<file path="config.mk">
export PLATFORM = sky130hd
export DESIGN_NAME = compare_match_timer_core
export DESIGN_NICKNAME = d
export VERILOG_FILES = /design/src/cmt_pkg.sv /design/src/cmt_channel.sv /design/src/compare_match_timer_core.sv
export SDC_FILE = /design/constraint.sdc
export NUM_CORES = 1
export LEC_CHECK = 0
export BUFFER_PORTS_ARGS = -buffer_cell sky130_fd_sc_hd__buf_2
export CORE_MARGIN = 2
export CORE_UTILIZATION = 37
export DETAILED_ROUTE_END_ITERATION = 6
export PLACE_DENSITY_LB_ADDON = 0.15
export SLEW_MARGIN = 15
export SYNTH_ARGS = -nofsm -noshare
export SYNTH_HDL_FRONTEND = slang
export SYNTH_SLANG_ARGS = --single-unit
</file>
<file path="constraint.sdc">
create_clock -name clock -period 2 [get_ports clock]
set_input_delay 0.4 -clock clock [delete_from_list [all_inputs] [get_ports clock]]
set_output_delay 0.4 -clock clock [all_outputs]
set_load 0.1 [all_outputs]
</file>
<file path="src/cmt_pkg.sv">
// Shared types, codes and constants for the compare match timer.
package cmt_pkg;

   localparam int DEF_CHANNELS    = 4;
   localparam int DEF_COUNT_WIDTH = 16;
   localparam int DATA_WIDTH      = 16;
   localparam int PRESCALE_WIDTH  = 9;
   localparam int IE_BIT          = 6;

   typedef enum logic [1:0] {
      OP_TICK  = 2'd0,
      OP_READ  = 2'd1,
      OP_WRITE = 2'd2
   } op_type;

   typedef enum logic [1:0] {
      REG_CONTROL = 2'd0,
      REG_COMPARE = 2'd1,
      REG_COUNTER = 2'd2,
      REG_START   = 2'd3
   } reg_type;

   // per-channel strobes from the decode
   typedef struct packed {
      logic                  tick;
      logic                  wr_control;
      logic                  wr_compare;
      logic                  wr_counter;
      logic                  wr_start;
      logic                  start_on;
      logic [DATA_WIDTH-1:0] data;
   } ctl_type;

   // per-channel status back to the read mux
   typedef struct packed {
      logic       running;
      logic       irq_enable;
      logic [1:0] clock_select;
      logic       irq;
   } sts_type;

   // terminal prescaler count: divide by 8, 32, 128 or 512
   function automatic logic [PRESCALE_WIDTH-1:0] prescale_last(input logic [1:0] sel);
      logic [PRESCALE_WIDTH-1:0] last;
      case (sel)
         2'd0:    last = 9'd7;
         2'd1:    last = 9'd31;
         2'd2:    last = 9'd127;
         default: last = 9'd511;
      endcase
      return last;
   endfunction

endpackage

</file>
<file path="src/cmt_channel.sv">
// One timer channel: prescaler, counter, compare and control state.
module cmt_channel #(
   parameter int COUNT_WIDTH = cmt_pkg::DEF_COUNT_WIDTH
) (
   input  logic                   clock,
   input  logic                   reset,
   input  cmt_pkg::ctl_type       ctl,
   output cmt_pkg::sts_type       sts,
   output logic [COUNT_WIDTH-1:0] counter,
   output logic [COUNT_WIDTH-1:0] compare
);

   logic [COUNT_WIDTH-1:0]             cnt_ff, cnt_in;
   logic [COUNT_WIDTH-1:0]             cmp_ff, cmp_in;
   logic [cmt_pkg::PRESCALE_WIDTH-1:0] pre_ff, pre_in;
   logic [1:0]                         sel_ff, sel_in;
   logic                               ie_ff, ie_in;
   logic                               run_ff, run_in;
   logic                               irq;

   always_comb begin
      cnt_in = cnt_ff;
      cmp_in = cmp_ff;
      pre_in = pre_ff;
      sel_in = sel_ff;
      ie_in  = ie_ff;
      run_in = run_ff;
      irq    = 1'b0;
      if (ctl.wr_control) begin
         sel_in = ctl.data[1:0];
         ie_in  = ctl.data[cmt_pkg::IE_BIT];
      end
      if (ctl.wr_compare) begin
         cmp_in = COUNT_WIDTH'(ctl.data);
      end
      if (ctl.wr_counter) begin
         cnt_in = COUNT_WIDTH'(ctl.data);
      end
      if (ctl.wr_start) begin
         if (ctl.start_on && !run_ff) begin
            pre_in = '0;
         end
         run_in = ctl.start_on;
      end
      if (ctl.tick && run_ff) begin
         if (pre_ff >= cmt_pkg::prescale_last(sel_ff)) begin
            pre_in = '0;
            if (cnt_ff == cmp_ff) begin
               cnt_in = '0;
               irq    = ie_ff;
            end else begin
               cnt_in = cnt_ff + 1'b1;
            end
         end else begin
            pre_in = pre_ff + 1'b1;
         end
      end
   end

   always_ff @(posedge clock) begin
      if (reset) begin
         cnt_ff <= '0;
         cmp_ff <= '1;
         pre_ff <= '0;
         sel_ff <= 2'd0;
         ie_ff  <= 1'b0;
         run_ff <= 1'b0;
      end else begin
         cnt_ff <= cnt_in;
         cmp_ff <= cmp_in;
         pre_ff <= pre_in;
         sel_ff <= sel_in;
         ie_ff  <= ie_in;
         run_ff <= run_in;
      end
   end

   assign sts.running      = run_ff;
   assign sts.irq_enable   = ie_ff;
   assign sts.clock_select = sel_ff;
   assign sts.irq          = irq;
   assign counter          = cnt_ff;
   assign compare          = cmp_ff;

endmodule

</file>
<file path="src/compare_match_timer_core.sv">
// Compare match timer top level: word registers, decode, read mux and channels.
// Path: a request word is held in the input register, and its result word in the result register.
// Throughput: one word per cycle while rsp_tready stays high; all work is one pass between the input and
// result registers, and the input register holds one word while a result waits.
// Reset: synchronous, active high; counters, prescalers, control and start clear,
// compare values go to all ones and both word registers empty.
module compare_match_timer_core #(
   parameter int CHANNELS    = cmt_pkg::DEF_CHANNELS,
   parameter int COUNT_WIDTH = cmt_pkg::DEF_COUNT_WIDTH
) (
   input  logic        clock,
   input  logic        reset,
   input  logic        req_tvalid,
   output logic        req_tready,
   input  logic [23:0] req_tdata,  // channel[1:0], reg_select[3:2], write_data[19:4]
   input  logic [1:0]  req_tuser,  // op[1:0]
   output logic        rsp_tvalid,
   input  logic        rsp_tready,
   output logic [23:0] rsp_tdata   // read_data[15:0], match_irq[19:16]
);

   localparam int DW = cmt_pkg::DATA_WIDTH;

   logic          in_valid_ff;
   logic [1:0]    in_op_ff;
   logic [1:0]    in_ch_ff;
   logic [1:0]    in_sel_ff;
   logic [DW-1:0] in_data_ff;

   logic          out_valid_ff;
   logic [DW-1:0] out_read_ff, out_read_in;
   logic [3:0]    out_irq_ff, out_irq_in;

   logic          advance;
   logic          ch_present;
   logic          wr;
   logic [3:0]    run4;
   logic [3:0]    irq4;
   logic [DW-1:0] rd;

   cmt_pkg::ctl_type       ctl [CHANNELS];
   cmt_pkg::sts_type       sts [CHANNELS];
   logic [COUNT_WIDTH-1:0] cnt [CHANNELS];
   logic [COUNT_WIDTH-1:0] cmp [CHANNELS];

   assign advance    = in_valid_ff && (!out_valid_ff || rsp_tready);
   assign req_tready = !in_valid_ff || advance;
   assign ch_present = {1'b0, in_ch_ff} < 3'(CHANNELS);
   assign wr         = advance && (in_op_ff == cmt_pkg::OP_WRITE) && ch_present;

   for (genvar c = 0; c < CHANNELS; c++) begin : g_ch
      localparam logic [1:0] CH = 2'(c);
      always_comb begin
         ctl[c].tick       = advance && (in_op_ff == cmt_pkg::OP_TICK);
         ctl[c].wr_control = wr && (in_sel_ff == cmt_pkg::REG_CONTROL) && (in_ch_ff == CH);
         ctl[c].wr_compare = wr && (in_sel_ff == cmt_pkg::REG_COMPARE) && (in_ch_ff == CH);
         ctl[c].wr_counter = wr && (in_sel_ff == cmt_pkg::REG_COUNTER) && (in_ch_ff == CH);
         ctl[c].wr_start   = wr && (in_sel_ff == cmt_pkg::REG_START) && (in_ch_ff[1] == CH[1]);
         ctl[c].start_on   = in_data_ff[CH[0]];
         ctl[c].data       = in_data_ff;
      end

      cmt_channel #(
         .COUNT_WIDTH(COUNT_WIDTH)
      ) u_channel (
         .clock  (clock),
         .reset  (reset),
         .ctl    (ctl[c]),
         .sts    (sts[c]),
         .counter(cnt[c]),
         .compare(cmp[c])
      );
   end

   always_comb begin
      run4 = '0;
      irq4 = '0;
      rd   = '0;
      for (int c = 0; c < CHANNELS; c++) begin
         run4[c] = sts[c].running;
         irq4[c] = sts[c].irq;
      end
      for (int c = 0; c < CHANNELS; c++) begin
         if (in_ch_ff == 2'(c)) begin
            case (in_sel_ff)
               cmt_pkg::REG_CONTROL: begin
                  rd = '0;
                  rd[1:0] = sts[c].clock_select;
                  rd[cmt_pkg::IE_BIT] = sts[c].irq_enable;
               end
               cmt_pkg::REG_COMPARE: rd = DW'(cmp[c]);
               cmt_pkg::REG_COUNTER: rd = DW'(cnt[c]);
               default:              rd = {14'd0, in_ch_ff[1] ? run4[3:2] : run4[1:0]};
            endcase
         end
      end
      out_read_in = (in_op_ff == cmt_pkg::OP_READ && ch_present) ? rd : '0;
      out_irq_in  = (in_op_ff == cmt_pkg::OP_TICK) ? irq4 : 4'd0;
   end

   always_ff @(posedge clock) begin
      if (reset) begin
         in_valid_ff  <= 1'b0;
         out_valid_ff <= 1'b0;
      end else begin
         if (req_tready) begin
            in_valid_ff <= req_tvalid;
         end
         if (advance) begin
            out_valid_ff <= 1'b1;
         end else if (rsp_tready) begin
            out_valid_ff <= 1'b0;
         end
      end
   end

   always_ff @(posedge clock) begin
      if (req_tvalid && req_tready) begin
         in_op_ff   <= req_tuser;
         in_ch_ff   <= req_tdata[1:0];
         in_sel_ff  <= req_tdata[3:2];
         in_data_ff <= req_tdata[19:4];
      end
      if (advance) begin
         out_read_ff <= out_read_in;
         out_irq_ff  <= out_irq_in;
      end
   end

   assign rsp_tvalid = out_valid_ff;
   assign rsp_tdata  = {4'd0, out_irq_ff, out_read_ff};

   a_one_kind: assert property (@(posedge clock) disable iff (reset)
      rsp_tvalid |-> !((|out_read_ff) && (|out_irq_ff)))
      else $error("read data and match bits in one word");

   a_absent_irq: assert property (@(posedge clock) disable iff (reset)
      rsp_tvalid |-> ((out_irq_ff >> CHANNELS) == 4'd0))
      else $error("match bit from an absent channel");

   a_advance_fills: assert property (@(posedge clock) disable iff (reset)
      advance |=> rsp_tvalid)
      else $error("result register empty after an advance");

   a_no_drop: assert property (@(posedge clock) disable iff (reset)
      in_valid_ff && !advance |=> in_valid_ff)
      else $error("held request word lost");

endmodule

</file>
==> results_dict.tcl, run 1 <==
set metrics [dict create \
    cp_top_family "simple AND/OR/NAND/NOR gates" \
    antenna_found_initial 1 \
    wirelength_mm 45.5 \
    timing.final.ws_setup_ns -0.0347 \
    rsz0062_at_grt "yes" \
    via_per_inst 5.62 \
    ys.flop_type "dfxtp_1" \
    netlist_top_cells_count "182 x dfxtp_1, 150 x nand2_1, 117 x nor2_1" \
    yosys.area.top_type_share_pct 27.4 \
    start_util_pct 37.4 \
    die_w_um 193 \
    hpwl_mm 30.4 \
    grt_pass1_wl_mm 68.0 \
    overflow 0 \
    route.detailed.drc 0 \
    clk_pin_slew_ns 0.06 \
    synth-seq-area-share_pct 36.9 \
    synth_cells 1531 \
    synth_edf_count 42 \
    place_inst 2079 \
    drive_above_1_share_pct 27.9 \
    postRouteAntennaNets 0 \
    coreArea_um2 35500 \
    tns_ns -0.232 \
    fillCellCount 3328 \
    cp_data_arrival_time_ns 2.48 \
    seq_area_um2 4930 \
    slew_violations 0 \
    slowest_stage "or3_4" \
    dr.pass1.iters 5 \
    syn-cell-area_um2 13300 \
    synth.largest_area_cell "dfxtp_1" \
    violations "setup timing" \
    max_freq_mhz 491 \
    cp_max_fo 6 \
    relSlewSlack_pct 48.0 \
    rows 69 \
    worstSetupEndpointType "flop" \
    crit_chain "buf_6 > or3_4 > a21oi_4 > a221oi_4 > buf_12 > nor2_4 > buf_12 > mux2i_1 > nor2_1" \
    crit_type "flop to flop" \
    yosys-top-cells-area "dfxtp_1 27%, edfxtp_1 9.5%, xnor2_1 6.7%, mux2i_1 6.1%, nand2_1 4.2%" \
    dieHeight_um 193 \
    fp.dieArea_um2 37400 \
    p_per_area_nw_per_um2 633 \
    critical_path.max_stage_delay_ns 0.37 \
    hold_viol 0 \
    clockBufferDepth 3 \
    period_share_pct 102 \
    p_leak_uw 0.00616 \
    nNetsFinal 1734 \
    multi_input_area_um2 8440 \
    ys_ff_latch 224 \
    yosysWarnings 0 \
    clockRootBuffer "clkbuf_16" \
    cts.sinks 224 \
    cts_tree "built" \
    total_power_uw 11000 \
    num_vias 12100 \
    grt_max_degree 61 \
    grt_pass1_vias 11500 \
    final_cell_count_no_fill 2158 \
    hp-class "input port to flop" \
    synth.most_common_cell "dfxtp_1" \
    cp-start-kind "flop" \
    final-setup-viol-count 19 \
    clock_latency_ns 0.56 \
    ys_types 81 \
    synthArstFlopShare_pct 0 \
    port_buffers 47 \
    grt_usage_pct 23.0 \
    cap_violations 0 \
    area_growth_pct 30.4 \
    final_util_pct 48.8 \
    period_minus_slack_ns 2.03 \
    cts_htree_levels 1 \
    max-vdd-ir-drop_mv 0.609 \
    cpMostUsedCell "buf_12" \
    wl_per_cell_um 21.1 \
    place.gp.congestion 0.973 \
    outcome "finished with violations" \
    avgSynthCellArea_um2 8.67 \
    ios 56 \
    finalClockSkew_ns 0.0109 \
    cp_num_buf_inv 3 \
    worst_ep_required_time_ns 2.44 \
    cts_made_buffers 27 \
    drt_iter0_drc 988 \
    tightestPinTransition_ns 0.780 \
]
## cells in the final DEF, fill, tap and decap left out, types with 42 or more instances in the layout
cell type,netlist,final
xnor2_1,102,102
mux2i_1,81,81
nand2_1,150,146
buf_4,13,142
o21ai_0,64,53
nor2_1,117,107
nand3_1,52,47
edfxtp_1,42,42
buf_2,43,45
a21oi_1,99,70
dfxtp_1,182,171
## layout make-up
type	instances	share of cell area [%]
Clock inverter	13	0.975
Multi-Input combinational cell	1158	48.7
Antenna cell	1	0.0144
Timing Repair Buffer	247	13.6
Tap cell	461	3.33
Clock buffer	36	4.52
Inverter	18	0.390
Sequential cell	224	28.5
## path summary, 6_finish.rpt
| kind | slack [ns] | depth (start not counted) | start | end |
|---|---|---|---|---|
| max reg2reg | -0.03 | 9 | g_ch[0].u_channel.sel_ff[1]$_SDFFE_PP0P_ | g_ch[0].u_channel.counter[15]$_SDFF_PP0_ |
| min | 0.02 | 1 | req_tdata[15] | in_data_ff[11]$_DFFE_PP_ |
| min reg2reg | 0.49 | 2 | g_ch[3].u_channel.pre_ff[8]$_SDFFE_PP0P_ | g_ch[3].u_channel.pre_ff[8]$_SDFFE_PP0P_ |
| max | -0.03 | 9 | g_ch[0].u_channel.sel_ff[1]$_SDFFE_PP0P_ | g_ch[0].u_channel.counter[15]$_SDFF_PP0_ |
## logic make-up after synthesis
family / after synthesis / synth area share, %
and+or+nand+nor: 534 / 20.9
AOI/OAI and AO/OA: 369 / 18.3
DFF: 224 / 36.9
buffers and inverters: 153 / 5.36
xor gates and xnor gates: 121 / 7.98
muxes: 101 / 7.89
adders and majority gates: 28 / 2.64
other: 1 / 0.0282
## state kept, by name (all words and copies together) (netlist names)
signal and cells:
in_sel_ff 2, g_ch.u_channel.compare 64, g_ch.u_channel.ie_ff 4, in_valid_ff 1
out_irq_ff 4, out_read_ff 16, g_ch.u_channel.pre_ff 36, g_ch.u_channel.run_ff 4
rsp_tvalid 1, in_op_ff 2, in_data_ff 16, g_ch.u_channel.sel_ff 8
in_ch_ff 2, g_ch.u_channel.counter 64
## layer usage
layer / vias up / global-route usage [%] / share of wire, %
li1: 5781 / - / -
met1: 5932 / 32.0 / 45
met2: 334 / 37.5 / 47
met3: 74 / 3.29 / 5.4
met4: 2 / 5.43 / 2.3
met5: - / 0 / 0.029
## power by group
group          internal, uW  switching (uW)  total [uW]
Clock                  3250            2050        5300
Combinational           287             615         902
Sequential             4650             114        4770
## through the flow
stage	area, um2	hold slack (ns)	setup WS (ns)
4_1_cts	16300	0.00367	-0.0354
2_1_floorplan	13300	0.459	0.0174
3_5_place_dp	15200	0.479	-0.0904
5_1_grt	17300	0.00754	-0.153
3_3_place_gp	15200	0.477	-0.0610
6_report	17300	0.0176	-0.0347
## repair_timing
item	4_1_cts	5_1_grt
hold buffers	0	0
pin swaps	16	59
resized for setup	31	157
setup endpoints to repair	60	136
setup buffers	4	15
gates cloned	1	9
Power figures use the tool's default switching activity.
==> run 2: changes to the inputs <==
--- a/config.mk
+++ b/config.mk
@@ -6,10 +6,12 @@
 export NUM_CORES = 1
 export LEC_CHECK = 0
 export BUFFER_PORTS_ARGS = -buffer_cell sky130_fd_sc_hd__buf_2
+export CORE_ASPECT_RATIO = 0.7
 export CORE_MARGIN = 2
 export CORE_UTILIZATION = 37
 export DETAILED_ROUTE_END_ITERATION = 6
 export PLACE_DENSITY_LB_ADDON = 0.15
+export SKIP_CTS_REPAIR_TIMING = 1
 export SLEW_MARGIN = 15
 export SYNTH_ARGS = -nofsm -noshare
 export SYNTH_HDL_FRONTEND = slang
==> results_dict.tcl, run 2 (synthesis results as in run 1) <==
set metrics [dict create \
    outcome "finished with violations" \
    violations "setup timing" \
    tns_ns -2.51 \
    cts.sinks 224 \
    start_util_pct 37.3 \
    clockBufferDepth 3 \
    antenna_found_initial 0 \
    dr_wl_met2_mm 20.2 \
    drt_iter0_drc 1045 \
    wirelength_mm 47.7 \
    timing.final.ws_setup_ns -0.145 \
    grt_pass1_wl_mm 68.6 \
    top_layer_used "met4" \
    num_vias 12300 \
    port_buffers 47 \
    nNetsFinal 1773 \
    overflow 0 \
    postRouteAntennaNets 0 \
    crit_type "flop to flop" \
    tightestPinTransition_ns 0.778 \
    route.detailed.drc 0 \
    max-vdd-ir-drop_mv 0.509 \
    hold_viol 0 \
    clock_latency_ns 0.54 \
    worst_ep_required_time_ns 2.43 \
    p_leak_uw 0.00632 \
    mostFrequentLayoutCell "buf_4" \
    period_minus_slack_ns 2.15 \
    diodes 0 \
    ios 56 \
    cts_tree "built" \
    final_cell_mix "178 x buf_4, 168 x dfxtp_1, 140 x nand2_1, 104 x nor2_1, 101 x xnor2_1" \
    p_per_area_nw_per_um2 583 \
    cp-start-kind "flop" \
    rows 58 \
    die_w_um 230 \
    drt-met1-wl_mm 23.1 \
    dr.pass1.iters 5 \
    cts_htree_levels 1 \
    cp_data_arrival_time_ns 2.58 \
    clk_pin_slew_ns 0.06 \
    cts_made_buffers 25 \
    via_per_inst 5.58 \
    hpwl_mm 32.0 \
    finalClockSkew_ns 0.0106 \
    hp-class "input port to flop" \
    slew_violations 0 \
    grt_usage_pct 23.8 \
    period_share_pct 107 \
    relSlewSlack_pct 48.1 \
    cap_violations 0 \
    fp.dieArea_um2 37400 \
    max_freq_mhz 466 \
    wl_per_cell_um 21.6 \
    total_power_uw 10400 \
    clockRootBuffer "clkbuf_16" \
    place.gp.congestion 0.958 \
    drive_above_1_share_pct 31.9 \
    rsz0062_at_grt "yes" \
    grt_pass1_vias 11300 \
    worstSetupEndpointType "flop" \
    dieHeight_um 163 \
    fillCellCount 3343 \
    area_growth_pct 34.3 \
    grt_max_degree 63 \
    final-setup-viol-count 43 \
    route.met3.wl_mm 3.64 \
    cp_max_fo 13 \
    coreArea_um2 35600 \
]
==> run 2: changes by cell type in the layout (fill, tap and decap cells not counted), sizes merged <==
| cell | previous run | this run |
|---|---|---|
| buf | 242 | 278 |
| bufinv | 4 | 1 |
| clkbuf | 41 | 44 |
| diode | 1 | 0 |
| inv | 18 | 19 |
==> run 2: worst max-delay path, stage by stage, from the launching register on <==
cell and delay (ns):
dfxtp_4 0.36, nor2_4 0.15, ha_1 0.24, nand3_1 0.12, o21ai_2 0.09, a221oi_4 0.41
buf_12 0.17, buf_4 0.11, buf_12 0.14, nor4_1 0.07, o21a_1 0.19
==> run 2: final timing paths <==
path	startpoint	endpoint	slack [ns]	cells after the start
min	req_tdata[17]	in_data_ff[13]$_DFFE_PP_	0.04	1
max	g_ch[0].u_channel.sel_ff[0]$_SDFFE_PP0P_	g_ch[0].u_channel.counter[14]$_SDFF_PP0_	-0.15	10
max reg2reg	g_ch[0].u_channel.sel_ff[0]$_SDFFE_PP0P_	g_ch[0].u_channel.counter[14]$_SDFF_PP0_	-0.15	10
min reg2reg	g_ch[3].u_channel.pre_ff[8]$_SDFFE_PP0P_	g_ch[3].u_channel.pre_ff[8]$_SDFFE_PP0P_	0.49	2
==> run 2: per-layer routing <==
| metal | GRT usage, % | vias to the layer above |
|---|---|---|
| li1 | - | 5882 |
| met3 | 5.22 | 49 |
| met4 | 4.31 | 0 |
| met2 | 35.6 | 389 |
| met5 | 0 | - |
| met1 | 35.4 | 6018 |
==> run 2: area by class of cell <==
type	instances	area, um2	area share (%)
multi-input cells	1158	8690	48.7
flip-flops and latches	224	4940	27.7
repair buffers	288	2730	15.3
clock buffers	34	721	4.04
well taps	480	601	3.37
clock inverters	11	81.3	0.456
inverters	18	67.6	0.379
==> run 2: report_power, final <==
| group | switching, uW | internal, uW |
|---|---|---|
| clock | 1980 | 2650 |
| sequential | 107 | 4650 |
| combinational | 670 | 338 |
| total | 2760 | 7630 |
==> run 2: through the flow <==
step | instances | instance area (um2) | worst slack, ns | utilization, % | hold WS (ns)
3_3_place_gp | 2131 | 15400 | -0.307 | 43.3 | 0.479
2_1_floorplan | 1534 | 13300 | 0.0174 | - | 0.459
3_5_place_dp | 2131 | 15400 | -0.223 | 43.3 | 0.486
6_report | 2213 | 17800 | -0.145 | 50.1 | 0.0364
4_1_cts | 2176 | 16200 | -0.270 | 45.6 | 0.0174
5_1_grt | 2213 | 17800 | -0.232 | 50.1 | 0.0197
==> run 3: changes to the inputs <==
--- a/config.mk
+++ b/config.mk
@@ -5,7 +5,7 @@
 export SDC_FILE = /design/constraint.sdc
 export NUM_CORES = 1
 export LEC_CHECK = 0
-export BUFFER_PORTS_ARGS = -buffer_cell sky130_fd_sc_hd__buf_2
+export BUFFER_PORTS_ARGS = -buffer_cell sky130_fd_sc_hd__clkbuf_2
 export CORE_ASPECT_RATIO = 0.7
 export CORE_MARGIN = 2
 export CORE_UTILIZATION = 37
==> results_dict.tcl, run 3 (synthesis results as in run 1) <==
set metrics [dict create \
    outcome "finished with violations" \
    violations "setup timing" \
    nNetsFinal 1774 \
    grt_pass1_wl_mm 68.3 \
    overflow 0 \
    grt_max_degree 63 \
    min_from "req_tdata[16]" \
    worstSetupEndpointType "flop" \
    timing.final.ws_setup_ns -0.00812 \
    clk_pin_slew_ns 0.06 \
    cap_violations 0 \
    route.detailed.drc 0 \
    relSlewSlack_pct 44.3 \
    port_buffers 47 \
    ios 56 \
    clockBufferDepth 3 \
    p_per_area_nw_per_um2 602 \
    cp-start-kind "flop" \
    r2r-start "g_ch[1].u_channel.sel_ff[0]$_SDFFE_PP0P_" \
    cts.sinks 224 \
    dieHeight_um 163 \
    dr.pass1.iters 6 \
    via_per_inst 5.55 \
    max-vdd-ir-drop_mv 0.538 \
    cts_tree "built" \
    worst_ep_required_time_ns 2.46 \
    hpwl_mm 32.0 \
    place.gp.congestion 0.943 \
    place_inst 2127 \
    max_freq_mhz 498 \
    hold_viol 0 \
    period_share_pct 100 \
    hp-class "input port to flop" \
    postRouteAntennaNets 0 \
    num_vias 12300 \
    cts_htree_levels 1 \
    mostFrequentLayoutCell "buf_4" \
    clockRootBuffer "clkbuf_16" \
    final_cell_mix "186 x buf_4, 171 x dfxtp_1, 141 x nand2_1, 106 x nor2_1, 101 x xnor2_1" \
    wirelength_mm 47.1 \
    crit_type "flop to flop" \
    p_leak_uw 0.00623 \
    whs_ns 0.0152 \
    cts_made_buffers 26 \
    die_w_um 230 \
    rows 58 \
    cp_data_arrival_time_ns 2.47 \
    rsz0062_at_grt "yes" \
    antenna_found_initial 0 \
    final-setup-viol-count 3 \
    final_cell_count_no_fill 2215 \
    coreArea_um2 35600 \
    slew_violations 0 \
    tightestPinTransition_ns 0.836 \
    worstSetupStartpoint "g_ch[1].u_channel.sel_ff[0]$_SDFFE_PP0P_" \
    grt_pass1_vias 11200 \
    grt_usage_pct 23.7 \
    cp_max_fo 6 \
    finalClockSkew_ns 0.0227 \
    drive_above_1_share_pct 30.1 \
    clock_latency_ns 0.56 \
    fp.dieArea_um2 37400 \
    drt_iter0_drc 1093 \
    wl_per_cell_um 21.3 \
    diodes 0 \
    area_growth_pct 31.8 \
    start_util_pct 37.3 \
    period_minus_slack_ns 2.01 \
]
run 3: cell count changes in the layout (fill, tap and decap cells not counted), sizes merged:
cell	change
clkinv	-5
clkinvlp	+2
bufinv	-1
and2	+2
clkbuf	+49
nor2	+1
buf	-44
inv	-2
run 3: path summary, 6_finish.rpt:
| kind | to | slack, ns | depth (start not counted) |
|---|---|---|---|
| min reg2reg | g_ch[1].u_channel.ie_ff$_SDFFE_PP0P_ | 0.52 | 2 |
| max reg2reg | g_ch[1].u_channel.pre_ff[3]$_SDFFE_PP0P_ | -0.008 | 10 |
| max | g_ch[1].u_channel.pre_ff[3]$_SDFFE_PP0P_ | -0.008 | 10 |
| min | in_data_ff[12]$_DFFE_PP_ | 0.02 | 1 |
run 3: where the power goes:
group	internal [uW]	switching, uW	total, uW
Clock	2830	2020	4860
Combinational	293	628	921
Sequential	4650	112	4770
Total	7780	2760	10500
run 3: per-stage QoR:
step	area (um2)	power [uW]	TNS, ns	setup WS, ns	util [%]
final	17500	10500	-0.0162	-0.00812	49.1
after global routing	17500	10900	-5.21	-0.105	49.1
after CTS	16200	10600	-5.19	-0.177	45.5
after detailed placement	15400	5730	-5.08	-0.158	43.1
after global placement	15400	5740	-5.11	-0.179	43.1
after floorplan	13300	5350	0	0.0174	-
run 3: final cells by class:
cell class                      instances  area (um2)
Multi-Input combinational cell       1161        8490
Inverter                               18        71.3
Timing Repair Buffer                  285        2560
Clock buffer                           42         833
Clock inverter                          5        27.5
Sequential cell                       224        4930
Fill cell                            3365       18100
Tap cell                              480         601
run 3: metal layers:
metal | up-vias | GRT usage, % | wire [um]
met5 | - | 0 | 0
li1 | 5875 | - | -
met2 | 394 | 34.6 | 19700
met4 | 0 | 5.01 | 742
met1 | 5984 | 36.2 | 23000
met3 | 47 | 4.17 | 3710
run 3: worst max-delay path, stage by stage (launching register included):
cell and delay [ns]:
dfxtp_4 0.35, nor2_4 0.15, ha_4 0.23, a21oi_2 0.11, o21a_1 0.14, o221ai_2 0.12, buf_4 0.17, nor3_4 0.22
buf_6 0.16, a41oi_2 0.10, a31oi_1 0.18
